## src/lisl_pkg.sv

```systemverilog
// Package: word types, cell control struct and default depth.
`timescale 1ns / 1ps
package lisl_pkg;

	localparam int MAX_LEN_DEF = 1024;
	localparam int LEN_BITS = 11;

	typedef struct packed {
		logic signed [31:0] value;
		logic               last;
	} item_t;

	typedef struct packed {
		logic [LEN_BITS-1:0] lis_length;
		logic                overflow;
	} result_t;

	typedef struct packed {
		logic valid;
		logic last;
		logic ovf;
	} ctl_t;

endpackage

```

## src/lisl_cell.sv

```systemverilog
// One cell of the chain: holds one element and its ending length, updates the passing word.
`timescale 1ns / 1ps
module lisl_cell #(
	parameter int MAX_LEN = lisl_pkg::MAX_LEN_DEF,
	parameter int INDEX = 0,
	localparam int W = $clog2(MAX_LEN + 1)
) (
	input  logic               clk,
	input  logic               arst_n,
	input  logic               en,
	input  lisl_pkg::ctl_t     ctl_i,
	input  logic signed [31:0] key_i,
	input  logic [W-1:0]       idx_i,
	input  logic [W-1:0]       acc_i,
	input  logic [W-1:0]       best_i,
	output lisl_pkg::ctl_t     ctl_o,
	output logic signed [31:0] key_o,
	output logic [W-1:0]       idx_o,
	output logic [W-1:0]       acc_o,
	output logic [W-1:0]       best_o
);
	import lisl_pkg::*;

	localparam logic [W-1:0] K = W'(INDEX);

	logic signed [31:0] val_q;
	logic [W-1:0]       len_q;
	ctl_t               ctl_q;
	logic signed [31:0] key_q;
	logic [W-1:0]       idx_q;
	logic [W-1:0]       acc_q;
	logic [W-1:0]       best_q;

	logic         hit;
	logic         at_slot;
	logic [W-1:0] new_len;
	logic [W-1:0] acc_d;
	logic [W-1:0] best_d;

	always_comb begin
		hit = K < idx_i;
		at_slot = K == idx_i;
		new_len = acc_i + W'(1);
		acc_d = acc_i;
		best_d = best_i;
		if (hit) begin
			if ((val_q < key_i) && (len_q > acc_i)) begin
				acc_d = len_q;
			end
			if (len_q > best_i) begin
				best_d = len_q;
			end
		end else if (at_slot) begin
			if (new_len > best_i) begin
				best_d = new_len;
			end
		end
	end

	// element store, written once per sequence by the word whose index matches
	always_ff @(posedge clk) begin
		if (en && ctl_i.valid && at_slot) begin
			val_q <= key_i;
			len_q <= new_len;
		end
	end

	always_ff @(posedge clk or negedge arst_n) begin
		if (!arst_n) begin
			ctl_q <= '0;
		end else if (en) begin
			ctl_q <= ctl_i;
		end
	end

	always_ff @(posedge clk) begin
		if (en) begin
			key_q <= key_i;
			idx_q <= idx_i;
			acc_q <= acc_d;
			best_q <= best_d;
		end
	end

	assign ctl_o = ctl_q;
	assign key_o = key_q;
	assign idx_o = idx_q;
	assign acc_o = acc_q;
	assign best_o = best_q;

endmodule

```

## config.mk

```make
export PLATFORM = sky130hd
export DESIGN_NAME = lisl_cell
export DESIGN_NICKNAME = d
export VERILOG_FILES = /design/src/lisl_pkg.sv /design/src/lisl_cell.sv
export SDC_FILE = /design/constraint.sdc
export NUM_CORES = 1
export LEC_CHECK = 0
export BUFFER_PORTS_ARGS = -buffer_cell sky130_fd_sc_hd__buf_2
export CORE_ASPECT_RATIO = 0.8
export CORE_MARGIN = 8
export CORE_UTILIZATION = 54
export CTS_BUF_LIST = sky130_fd_sc_hd__clkbuf_16
export CTS_CLUSTER_DIAMETER = 30
export CTS_CLUSTER_SIZE = 20
export DETAILED_ROUTE_END_ITERATION = 7
export GPL_TIMING_DRIVEN = 1
export PLACE_DENSITY = 0.81
export SLEW_MARGIN = 20
export SYNTH_ARGS = -nofsm -noshare
export SYNTH_HDL_FRONTEND = slang
export SYNTH_SLANG_ARGS = --single-unit
```

## constraint.sdc

```tcl
create_clock -name clk -period 2.6 [get_ports clk]
set_input_delay 0.39 -clock clk [delete_from_list [all_inputs] [get_ports clk]]
set_output_delay 0.39 -clock clk [all_outputs]
set_load 0.02 [all_outputs]
```

---- Yosys cells after proc, flatten, opt, wreduce, memory -nomap -nowiden ----
Index checks and enable logic that the tools add are counted.
word-level totals
  register bits after elaboration ......... 111
  word-level logic and storage cells ...... 25
operators by class
  multiplexer cells ....................... 6
  reductions and logical operators ........ 4
  add/subtract/negate cells ............... 1
  $lt $le $gt $ge ......................... 5
operator list
  kind                                                number
  two-way mux 11 bit                                  6
  > comparator 11 bit                                 3
  < comparator 32 bit                                 1
  adder 11 x 1 -> 11 bit, second input constant       1
  zero test 11 bit                                    1
  < comparator 1 x 11 -> 1 bit, first input constant  1
  logical AND 1 bit                                   3

---- Logic depth before layout (Yosys ltp) ----
Gate-level depths: netlist of run 1.
  word-level depth ........................ 5
  gate-level depth with buffers ........... 14

---- Worst setup path before layout of run 1 ----
No wires, ideal clock.
  path kind ............................... input port to flip-flop
  start ................................... input port idx_i[8]
  end ..................................... register len_q[0] (enable)
  slack ................................... -0.547 ns
  data arrival time ....................... 2.703 ns
  cell stages on the path ................. 3
  path through ............................ nor4_2 > nand3_2 > nor2_1
on the way
  longest elaborated chain between the ends .. 2
RTL lines
  element                 RTL line         text
  start: declaration      lisl_cell.sv:13  input logic [W-1:0] idx_i,
  zero test 11 bit        lisl_cell.sv:42  at_slot = K == idx_i;
  logical AND 1 bit       lisl_cell.sv:62  if (en && ctl_i.valid && at_slot) begin
  end signal: assignment  lisl_cell.sv:64  len_q <= new_len;
  end: declaration        lisl_cell.sv:27  logic [W-1:0] len_q;
Every way passes these cells.
A chain may end at the register's enable or synchronous reset.

---- Worst setup path in the final report of run 1 ----
  start ................................... register val_q[13]
  end ..................................... register acc_q[7], in the netlist acc_o[7], data pin
on the way
  longest elaborated chain between the ends .. 4
RTL lines
  element                   RTL line         text
  start: declaration        lisl_cell.sv:26  logic signed [31:0] val_q;
  start signal: assignment  lisl_cell.sv:63  val_q <= key_i;
  < comparator 32 bit       lisl_cell.sv:47  if ((val_q < key_i) && (len_q > acc_i)) begin
  logical AND 1 bit         lisl_cell.sv:47
  two-way mux 11 bit        lisl_cell.sv:47
  two-way mux 11 bit        lisl_cell.sv:46  if (hit) begin
  net acc_d[7]              lisl_cell.sv:37  logic [W-1:0] acc_d;
  end signal: assignment    lisl_cell.sv:80  acc_q <= acc_d;
  end: declaration          lisl_cell.sv:31  logic [W-1:0] acc_q;
The timed path passes the listed nets, and every way through them passes these cells.

==> results.md, run 1 <==
* Global-route wire length before repair at 20740 um
* Die footprint at 13830 um2
* First-pass DRT Iterations at 4
* Top Ports at 139
* Biggest area contributors in the synthesized netlist: sky130_fd_sc_hd__edfxtp_1 (58%), sky130_fd_sc_hd__ha_1 (15%), sky130_fd_sc_hd__inv_1 (4.0%), sky130_fd_sc_hd__mux2_4 (2.2%), sky130_fd_sc_hd__dfrtp_1 (1.3%)
* Clock Path Buffers at 2
* Count of mapped cells out of synthesis at 406
* Cell depth of the worst flop-to-flop path at 9
* Final period utilization at 1.014
* CTS root buf: sky130_fd_sc_hd__clkbuf_16
* Total power density per cell area at 546.8 nW/um2
* Endpoint class of the critical path: register
* Routed wirelength normalized by instance count at 18.18 um
* Max-slew headroom at 0.7487
* Maximum vdd ir drop at 322.9 uV
* GR Layer Usage met3 at 0.05357
* Initial Utilization at 0.5478
* Number of distinct library cell variants in the gate-level netlist after synthesis at 51
* Number of enable flip-flop cells after synthesis at 108
* Sinks on Clock Net at 111
* Most used flip-flop cell after synthesis: sky130_fd_sc_hd__edfxtp_1
* Port Buf Inserts at 138
* Total setup violations reported at the end of the flow at 9
* Post-Route Setup TNS at -217.9 ps
* Number of nets with antenna violations after detailed routing at 0
* Number of global-route vias before repair at 4029
* Hold path cells at 1
* Initial DRC count at 200
* Final WS setup at -36.35 ps
* Series of cell instances along the critical path: ha_1 -> a21o_1 -> a21o_1 -> a21oi_1 -> o211ai_1 -> a21oi_2 -> mux2i_2 -> buf_4 -> mux2_4
* Number of synthesis warnings at 0
* Worst hold-check slack at 232.9 ps
* Global routing met2 resource utilization at 0.3163
* Part of the Yosys area used for sequential elements at 0.5964
* Slew Viols, Final at 0
* Commonest cells after routing, fill and taps aside: sky130_fd_sc_hd__buf_2 (137), sky130_fd_sc_hd__edfxtp_1 (108), sky130_fd_sc_hd__ha_1 (62)
* Wire length reported by the detailed router at 13670 um
* Layout fillers at 704
* Most common cell on crit path: sky130_fd_sc_hd__a21o_1
* Post-synth top area cell: sky130_fd_sc_hd__edfxtp_1
* Slew @ Worst Pin at 376.9 ps
* Maximum capacitance violations at 0
* Clock input transition at the sequential cells of the worst setup and hold paths at 70 ps
* Max H-tree Level at 3
* Final worst path period need at 2636 ps
* Leftover overflow at the end of global routing at 0
* Leakage power figure at 0.003255 uW
* Antenna violations before repair at 0
* Met1 track utilization from global routing at 0.2554
* Commonest non-fill, non-tap cell in the layout: sky130_fd_sc_hd__buf_2
* Fraction of registers with async set or reset after synthesis at 0.02703
* Number of buffers created by CTS at 9
* Slowest stage delay, CP at 380 ps
* Tot GR Track Use at 0.1954
* Setup Crit Path Kind: reg2reg
* RSZ-0062 raised after global routing: yes
* Number of storage elements in the synthesis netlist at 111
* Vias post-DR at 3946
* Worst-path maximum fanout at 5
* Cell family with most CP delay: compound AO/OA/AOI/OAI gates
* TritonCTS clock tree: built
* Failing checks: negative setup slack
* Core area at 10160 um2
* Synth-to-layout area growth at 30.47%
* Layer carrying the most global-route usage: met2
* Type of the tightest min-delay check: in2reg
* Count of standard-cell rows at 33
* Portion of synthesized cell area occupied by the leading cell type at 0.5829
* Pin count of the biggest net entering global routing at 69
* Hpwl dp at 10550 um
* Share of final-layout standard cells stronger than drive strength 1 at 0.4101
* Number of hold violations in the final report at 0
* Required arrival time at the worst endpoint at 2700 ps
* Final weighted congestion of routability-driven global placement at 0.9067
* Post-DR vias/cell at 5.247
* Critical path depth at 9
* Worst Path Buf+Inv at 1
* Net total in the final layout at 743
* Synthesized net count at 542
* Startpoint Class: register
* Ant diodes at 0
* Outcome: complete, but fails checks
* Post-route DRC violation count at 0
* Data arrival at the endpoint of the critical path at 2730 ps
* Width of the die at 129.5 um
* Slowest cell on crit path: sky130_fd_sc_hd__edfxtp_1
* Vertical die dimension at 106.8 um
* Average instance area after synthesis at 13.70 um2
* Clock insertion delay at the later pin of the skew report at 350 ps
* Max Clock Skew at 13.69 ps
* FMAX at 379.3 MHz
* Netlist Area Pre-Place at 5564 um2
[final timing paths]
path	startpoint	endpoint	slack, ps
worst min-delay path	idx_i[1]	idx_o[1]	230
worst max register to register	val_q[13]	acc_o[7]	-40
worst min register to register	ctl_o[1]	ctl_o[1]	510
worst max-delay path	val_q[13]	acc_o[7]	-40
min in group asynchronous	arst_n	ctl_o[1]	370
max in group asynchronous	arst_n	ctl_o[0]	2120
[worst reg2reg max path, delay by kind of cell (launching register included)]
| kind | cells | cell delay, ps |
|---|---|---|
| DFF | 1 | 380 |
| buffers and inverters | 1 | 220 |
| muxes | 2 | 620 |
| AOI/OAI and AO/OA | 5 | 860 |
| adders and majority gates | 1 | 300 |
[power breakdown]
part | internal [uW] | total (uW) | switching, uW
clock | 653 | 1280 | 630
combinational | 258 | 612 | 354
sequential | 2050 | 2070 | 20.2
total | 2970 | 3970 | 1000
[what timing repair did]
item | 4_1_cts | 5_1_grt
resized for setup | 1 | 21
endpoints found under the setup margin | 9 | 21
pin swaps | 1 | 14
hold buffers | 1 | 0
cloned | 0 | 1
endpoints found under the hold margin | 3 | 0
buffers inserted | 1 | 1
[area by class of cell]
class                      instances  area, um2  share of cell area
clock buffer                       9      225.2             0.03102
clock inverter                     7      50.05            0.006894
inverter                          59      221.5             0.03051
multi-input combinational        232       2112              0.2909
sequential                       111       3318              0.4571
tap                              140      175.2             0.02413
timing repair buffer             194       1157              0.1594
[cells in the mapped netlist, types with 2 or more instances]
cell	count
sky130_fd_sc_hd__a31oi_1	2
sky130_fd_sc_hd__nand3_2	2
sky130_fd_sc_hd__a22oi_1	9
sky130_fd_sc_hd__nor2_2	2
sky130_fd_sc_hd__a21o_1	6
sky130_fd_sc_hd__nand2_2	2
sky130_fd_sc_hd__and4_1	2
sky130_fd_sc_hd__mux2_4	8
sky130_fd_sc_hd__o21a_1	2
sky130_fd_sc_hd__o31ai_1	9
sky130_fd_sc_hd__xnor2_1	8
sky130_fd_sc_hd__nand3_1	8
sky130_fd_sc_hd__edfxtp_1	108
sky130_fd_sc_hd__ha_1	65
sky130_fd_sc_hd__nor3_1	7
sky130_fd_sc_hd__nand2_1	14
sky130_fd_sc_hd__a211oi_1	3
sky130_fd_sc_hd__o21ai_0	11
sky130_fd_sc_hd__nor4_2	2
sky130_fd_sc_hd__mux2_2	3
sky130_fd_sc_hd__inv_1	59
sky130_fd_sc_hd__o211ai_1	3
sky130_fd_sc_hd__nor2b_1	4
sky130_fd_sc_hd__dfrtp_1	3
sky130_fd_sc_hd__a21oi_1	14
sky130_fd_sc_hd__clkbuf_1	2
sky130_fd_sc_hd__mux2i_1	3
sky130_fd_sc_hd__a211oi_2	3
sky130_fd_sc_hd__nor2_1	11
sky130_fd_sc_hd__nand4_1	10
[per-stage QoR]
stage	cells	setup WS [ps]	area, um2	total power [uW]	util
global route	752	-155.2	7259	4114	0.7147
finish	752	-36.35	7259	3969	0.7147
global placement	732	-302.1	6858	2688	0.6752
detailed placement	732	-371.4	6858	2708	0.6752
CTS	750	7.362	7154	3982	0.7044
floorplan	406	5.605	5589	2417	-
[metal layers]
metal | wire [um] | share of wire | up-vias
li1 | - | - | 1934
met1 | 5964 | 0.44 | 1870
met2 | 6461 | 0.47 | 131
met3 | 1100 | 0.080 | 11
met4 | 142 | 0.010 | 0
met5 | 0 | 0 | -
[logic make-up (layout without fill, tap and decap cells)]
| group | after synthesis | count (layout) | synth area share |
|---|---|---|---|
| buffers and inverters | 63 | 269 | 0.04407 |
| xor gates and xnor gates | 9 | 9 | 0.01417 |
| muxes | 14 | 14 | 0.03306 |
| adders and majority gates | 65 | 65 | 0.1462 |
| AOI/OAI and AO/OA | 72 | 72 | 0.09130 |
| DFF | 111 | 111 | 0.5964 |
| and+or+nand+nor | 72 | 72 | 0.07488 |
[sequential cells by signal (all words and copies together) (netlist names)]
signal  count
best_o     11
key_o      32
val_q      32
acc_o      11
len_q      11
ctl_o       3
idx_o      11
Power figures use the tool's default switching activity.
==> run 2: changes to the inputs <==
PLACE_DENSITY = 0.79   (was 0.81)
==> run 2 against run 1 <==
Effect of this change:
- via count is 2.1% higher
- routed wire length up 2.6%
- critical path depth stayed put
- register-to-register slack gained 110 ps
- clock-buffer cell count stayed put
- largest cell class unchanged
- design area barely moved
- clock power about the same
- the run now ends clean
- sequential share of layout area barely moved
- worst setup slack gained 110 ps
- hold slack gained 2.2 ps
- critical path type unchanged
- maximum frequency increased by 4.5%
- final cell count is 0.27% lower
==> results.md, run 2 (same netlist as run 1, synthesis figures left out) <==
* FMAX at 396.2 MHz
* Final period utilization at 0.9708
* Data arrival at the endpoint of the critical path at 2620 ps
* Outcome: complete, no violations
* Tot GR Track Use at 0.1931
* Core area at 10160 um2
* Wire length reported by the detailed router at 14030 um
* Startpoint Class: register
* Final worst path period need at 2524 ps
* Top Ports at 139
* Maximum vdd ir drop at 381.8 uV
* Pin count of the biggest net entering global routing at 69
* Destination of the worst register-to-register timing path: acc_o[3]
* Clock insertion delay at the later pin of the skew report at 350 ps
* Launch point of the worst path: len_q[9]
* Number of buffers created by CTS at 9
* Leftover overflow at the end of global routing at 0
* Cell depth of the worst flop-to-flop path at 9
* Number of hold violations in the final report at 0
* Initial Utilization at 0.5478
* Synth-to-layout area growth at 30.54%
* Critical path capture point: acc_o[3]
* Hpwl dp at 10530 um
* Total setup violations reported at the end of the flow at 0
* Worst-path maximum fanout at 7
* Maximum capacitance violations at 0
* Worst hold-check slack at 235.1 ps
* Width of the die at 129.5 um
* Global-route wire length before repair at 20560 um
* Routed wirelength normalized by instance count at 18.70 um
* Clock Path Buffers at 2
* RSZ-0062 raised after global routing: yes
* Final WS setup at 75.98 ps
* Number of nets with antenna violations after detailed routing at 0
* Total power density per cell area at 544.1 nW/um2
* Overall Power at 3952 uW
* Reg-to-reg slack, setup at 80 ps
* Number of global-route vias before repair at 4089
* Share of final-layout standard cells stronger than drive strength 1 at 0.4180
* Post-Route Setup TNS at 0 ps
* Max Clock Skew at 8.397 ps
* Worst r2r src: len_q[9]
* Post-placement setup slack at -364.7 ps
* Ant diodes at 0
* Die footprint at 13830 um2
* Commonest cells after routing, fill and taps aside: sky130_fd_sc_hd__buf_2 (137), sky130_fd_sc_hd__edfxtp_1 (108), sky130_fd_sc_hd__inv_1 (59), sky130_fd_sc_hd__ha_1 (59), sky130_fd_sc_hd__buf_4 (53)
* Required arrival time at the worst endpoint at 2700 ps
* Initial DRC count at 270
* CTS root buf: sky130_fd_sc_hd__clkbuf_16
* Slew @ Worst Pin at 886.4 ps
* Max H-tree Level at 3
* First-pass DRT Iterations at 5
* Final weighted congestion of routability-driven global placement at 0.9266
* Setup Crit Path Kind: reg2reg
* Count of standard-cell rows at 33
* Endpoint class of the critical path: register
* Max-slew headroom at 0.4091
* Slew Viols, Final at 0
* Vias post-DR at 4027
* Net total in the final layout at 741
* Post-route DRC violation count at 0
* TritonCTS clock tree: built
* Type of the tightest min-delay check: in2reg
* Port Buf Inserts at 138
* Leakage power figure at 0.003248 uW
* Clock input transition at the sequential cells of the worst setup and hold paths at 70 ps
* Post-DR vias/cell at 5.369
* Antenna violations before repair at 0
* Vertical die dimension at 106.8 um
* Sinks on Clock Net at 111
* Commonest non-fill, non-tap cell in the layout: sky130_fd_sc_hd__buf_2
==> run 2: critical path, cell delays in order, from the launching register on <==
cell                       delay (ps)
sky130_fd_sc_hd__edfxtp_1         470
sky130_fd_sc_hd__ha_4             310
sky130_fd_sc_hd__nand4_1          100
sky130_fd_sc_hd__o32a_1           380
sky130_fd_sc_hd__nand3_1           90
sky130_fd_sc_hd__o21bai_4         130
sky130_fd_sc_hd__nor3b_2           60
sky130_fd_sc_hd__mux2i_1          180
sky130_fd_sc_hd__buf_4            230
sky130_fd_sc_hd__mux2_4           320
==> run 2: per-layer routing <==
layer | up-vias | global-route usage | part of all wire
met5 | - | 0 | 0
met1 | 1932 | 0.2509 | 0.42
met2 | 154 | 0.3159 | 0.48
li1 | 1921 | - | -
met3 | 20 | 0.04415 | 0.091
met4 | 0 | 0.05955 | 0.014
==> run 2: how the worst min path moves through the flow <==
stage / start / endpoint / slack (ps) / depth (start not counted)
floorplan: arst_n / ctl_o[0] / 90 / 0
global placement: arst_n / ctl_o[2] / 180 / 1
detailed placement: arst_n / ctl_o[2] / 190 / 1
CTS: idx_i[1] / idx_o[1] / 220 / 1
global route: idx_i[1] / idx_o[1] / 220 / 1
finish: idx_i[1] / idx_o[1] / 240 / 1
==> run 2: power breakdown <==
part	internal [uW]	leakage, uW	switching (uW)	total [uW]
registers	2060	0.00106	21.7	2080
clock network	650	0.000135	616	1270
logic	250	0.00205	359	609
total	2960	0.00325	996	3950
==> run 2: what timing repair did <==
| item | in CTS | in global routing |
|---|---|---|
| setup buffers | 0 | 2 |
| hold buffers | 1 | 0 |
| resized for setup | 0 | 28 |
| hold endpoints to repair | 3 | 0 |
| endpoints found under the setup margin | 0 | 20 |
==> run 2: metrics by stage <==
step           utilization  area [um2]  instances
5_1_grt             0.7151        7263        750
2_1_floorplan            -        5589        406
3_3_place_gp        0.6707        6813        731
6_report            0.7151        7263        750
3_5_place_dp        0.6707        6813        731
4_1_cts             0.6984        7094        748
==> run 2: area by class of cell <==
| cell class | count | area, um2 |
|---|---|---|
| Tap cell | 140 | 175.2 |
| Fill cell | 731 | 2894 |
| Clock inverter | 7 | 46.29 |
| Timing Repair Buffer | 192 | 1101 |
| Inverter | 59 | 221.5 |
| Sequential cell | 111 | 3318 |
| Multi-Input combinational cell | 232 | 2176 |
| Clock buffer | 9 | 225.2 |
==> run 3: changes to the inputs <==
BUFFER_PORTS_ARGS = -buffer_cell sky130_fd_sc_hd__buf_4   (was -buffer_cell sky130_fd_sc_hd__buf_2)
==> run 3 against run 2 <==
Effect of this change:
- final cell count stayed put
- clock power is 9% higher
- maximum frequency is 0.46% lower
- core utilization is 4.2 points higher
- sequential cell count stayed put
- die area stayed put
- non-clock buffer count is 1 higher
==> results.md, run 3 (same netlist as run 1, synthesis figures left out) <==
* Total power density per cell area at 542.0 nW/um2
* Routed wirelength normalized by instance count at 19.50 um
* Synth-to-layout area growth at 38.14%
* Worst r2r src: len_q[10]
* Slew Viols, Final at 0
* Series of cell instances along the critical path: buf_4 -> ha_4 -> nand2_1 -> nor2_2 -> nand3_2 -> xnor2_2 -> ha_1 -> a21oi_1 -> nor2b_1 -> o21ai_1 -> o2111a_2 -> nor3_4 -> buf_4 -> a221o_1
* Final standard cell area without fillers at 7686 um2
* Antenna violations before repair at 0
* Cell family with most CP delay: compound AO/OA/AOI/OAI gates
* Maximum vdd ir drop at 410.8 uV
* Final weighted congestion of routability-driven global placement at 0.9304
* Post-placement setup slack at -414.9 ps
* Commonest cells after routing, fill and taps aside: sky130_fd_sc_hd__buf_4 (190), sky130_fd_sc_hd__edfxtp_1 (108), sky130_fd_sc_hd__inv_1 (59)
* Share of final-layout standard cells stronger than drive strength 1 at 0.4246
* First-pass DRT Iterations at 5
* Total setup violations reported at the end of the flow at 0
* Worst-path maximum fanout at 9
* Source of the worst hold timing path: idx_i[1]
* GR Layer Usage met3 at 0.04812
* Area of placed instances at 7171 um2
* TritonCTS clock tree: built
* Type of the tightest min-delay check: in2reg
* Vertical die dimension at 106.8 um
* Leftover overflow at the end of global routing at 0
* Core area at 10160 um2
* Combinational share of power at 0.167
* Destination of the worst register-to-register timing path: acc_o[8]
* Global routing met2 resource utilization at 0.3337
* Startpoint Class: primary input
* Layer carrying the most global-route usage: met2
* Switching share of power at 0.2481
* Clock group share of total power at 0.333
* Most common cell on crit path: sky130_fd_sc_hd__buf_4
* Cell depth of the worst flop-to-flop path at 9
* Max H-tree Level at 3
* Clock insertion delay at the later pin of the skew report at 350 ps
* Count of standard-cell rows at 33
* RSZ-0062 raised after global routing: yes
* Met1 track utilization from global routing at 0.2687
* Hold path cells at 1
* Post-DR vias/cell at 5.507
* Initial Utilization at 0.5478
* Wire length reported by the detailed router at 14620 um
* Layout fillers at 677
* Overall Power at 4166 uW
* Final Non-Filler Cells at 750
* Slew @ Worst Pin at 679.1 ps
* Tot GR Track Use at 0.2044
* Endpoint class of the critical path: register
* Leakage power figure at 0.003369 uW
* Die footprint at 13830 um2
* Number of hold violations in the final report at 0
* Vias post-DR at 4130
* Setup Crit Path Kind: in2reg
* Pin count of the biggest net entering global routing at 49
* Max-slew headroom at 0.5473
* Final period utilization at 0.9753
* Maximum capacitance violations at 0
* Sequential share of power at 0.499
* Hpwl dp at 11020 um
* Final WS setup at 64.30 ps
* Slowest stage delay, CP at 340 ps
* Initial DRC count at 309
* Port Buf Inserts at 138
* Top Ports at 139
* Global-route wire length before repair at 21970 um
* Clock Path Buffers at 2
* Commonest non-fill, non-tap cell in the layout: sky130_fd_sc_hd__buf_4
* Net total in the final layout at 742
* Sinks on Clock Net at 111
* FMAX at 394.4 MHz
* Final worst path period need at 2536 ps
* Ant diodes at 0
* Internal power component at 3132 uW
* Reg-to-reg slack, setup at 70 ps
* Number of buffers created by CTS at 9
* Clock input transition at the sequential cells of the worst setup and hold paths at 70 ps
* Data arrival at the endpoint of the critical path at 2640 ps
* Sink of the worst hold path: idx_o[1]
* Psw at 1033 uW
* Post-route DRC violation count at 0
* Number of cells after detailed placement at 731
* Worst Path Buf+Inv at 2
* Width of the die at 129.5 um
* Max Clock Skew at 7.534 ps
* Number of nets with antenna violations after detailed routing at 0
* Slowest cell on crit path: sky130_fd_sc_hd__a221o_1
* CTS root buf: sky130_fd_sc_hd__clkbuf_16
* Outcome: complete, no violations
* Critical path depth at 14
* Required arrival time at the worst endpoint at 2700 ps
* Number of global-route vias before repair at 4153
[run 3: cell count changes in the layout (fill, tap and decap cells not counted), moves of 2 or more]
cell / delta
sky130_fd_sc_hd__a211oi_1: -2
sky130_fd_sc_hd__ha_1: -3
sky130_fd_sc_hd__ha_4: +3
sky130_fd_sc_hd__buf_4: +137
sky130_fd_sc_hd__buf_2: -137
sky130_fd_sc_hd__a21oi_2: +2
sky130_fd_sc_hd__nor3_2: -2
sky130_fd_sc_hd__a211oi_2: +2
sky130_fd_sc_hd__a21oi_1: -2
[run 3: worst max-delay path by stage]
stage	start	endpoint	slack (ps)
after floorplan	acc_i[0]	best_o[9]	6
after global placement	acc_i[0]	best_o[0]	-260
after detailed placement	acc_i[0]	best_o[0]	-410
after CTS	acc_i[0]	best_o[0]	3
after global routing	val_q[31]	acc_o[7]	-40
final	acc_i[0]	best_o[0]	60
[run 3: timing repair]
item                                   CTS  global route
resized for setup                        1            31
setup buffers                            0             2
endpoints found under the hold margin    3             0
cloned                                   0             1
hold buffers                             1             0
setup endpoints to repair                1            21
pin swaps                                0            17
[run 3: area by class of cell]
type,count,area [um2],area share
Clock buffer,9,225.2,0.02930
Timing Repair Buffer,193,1468,0.1909
Tap cell,140,175.2,0.02279
Inverter,59,221.5,0.02881
Clock inverter,6,67.56,0.008790
Multi-Input combinational cell,232,2211,0.2876
Sequential cell,111,3318,0.4317
[run 3: stage by stage]
| stage | setup TNS (ps) | hold WS (ps) | utilization |
|---|---|---|---|
| after floorplan | 0 | 94.41 | - |
| after global placement | -2350 | 179.1 | 0.7060 |
| after global routing | -310.7 | 212.1 | 0.7567 |
| after detailed placement | -4145 | 181.8 | 0.7060 |
| after CTS | 0 | 219.5 | 0.7363 |
| final | 0 | 226.0 | 0.7567 |
[run 3: power by group through the flow]
stage               Combinational (uW)  Clock [uW]  Sequential [uW]
CTS                                668        1410             2080
detailed placement                 661           0             2120
global placement                   639           0             2120
global route                       749        1470             2090
floorplan                          192           0             2220
finish                             697        1390             2080
[run 3: layer usage]
metal | wire length, um | up-vias
met1 | 6136 | 2012
met2 | 7048 | 175
met5 | 0 | -
li1 | - | 1924
met3 | 1242 | 19
met4 | 195 | 0
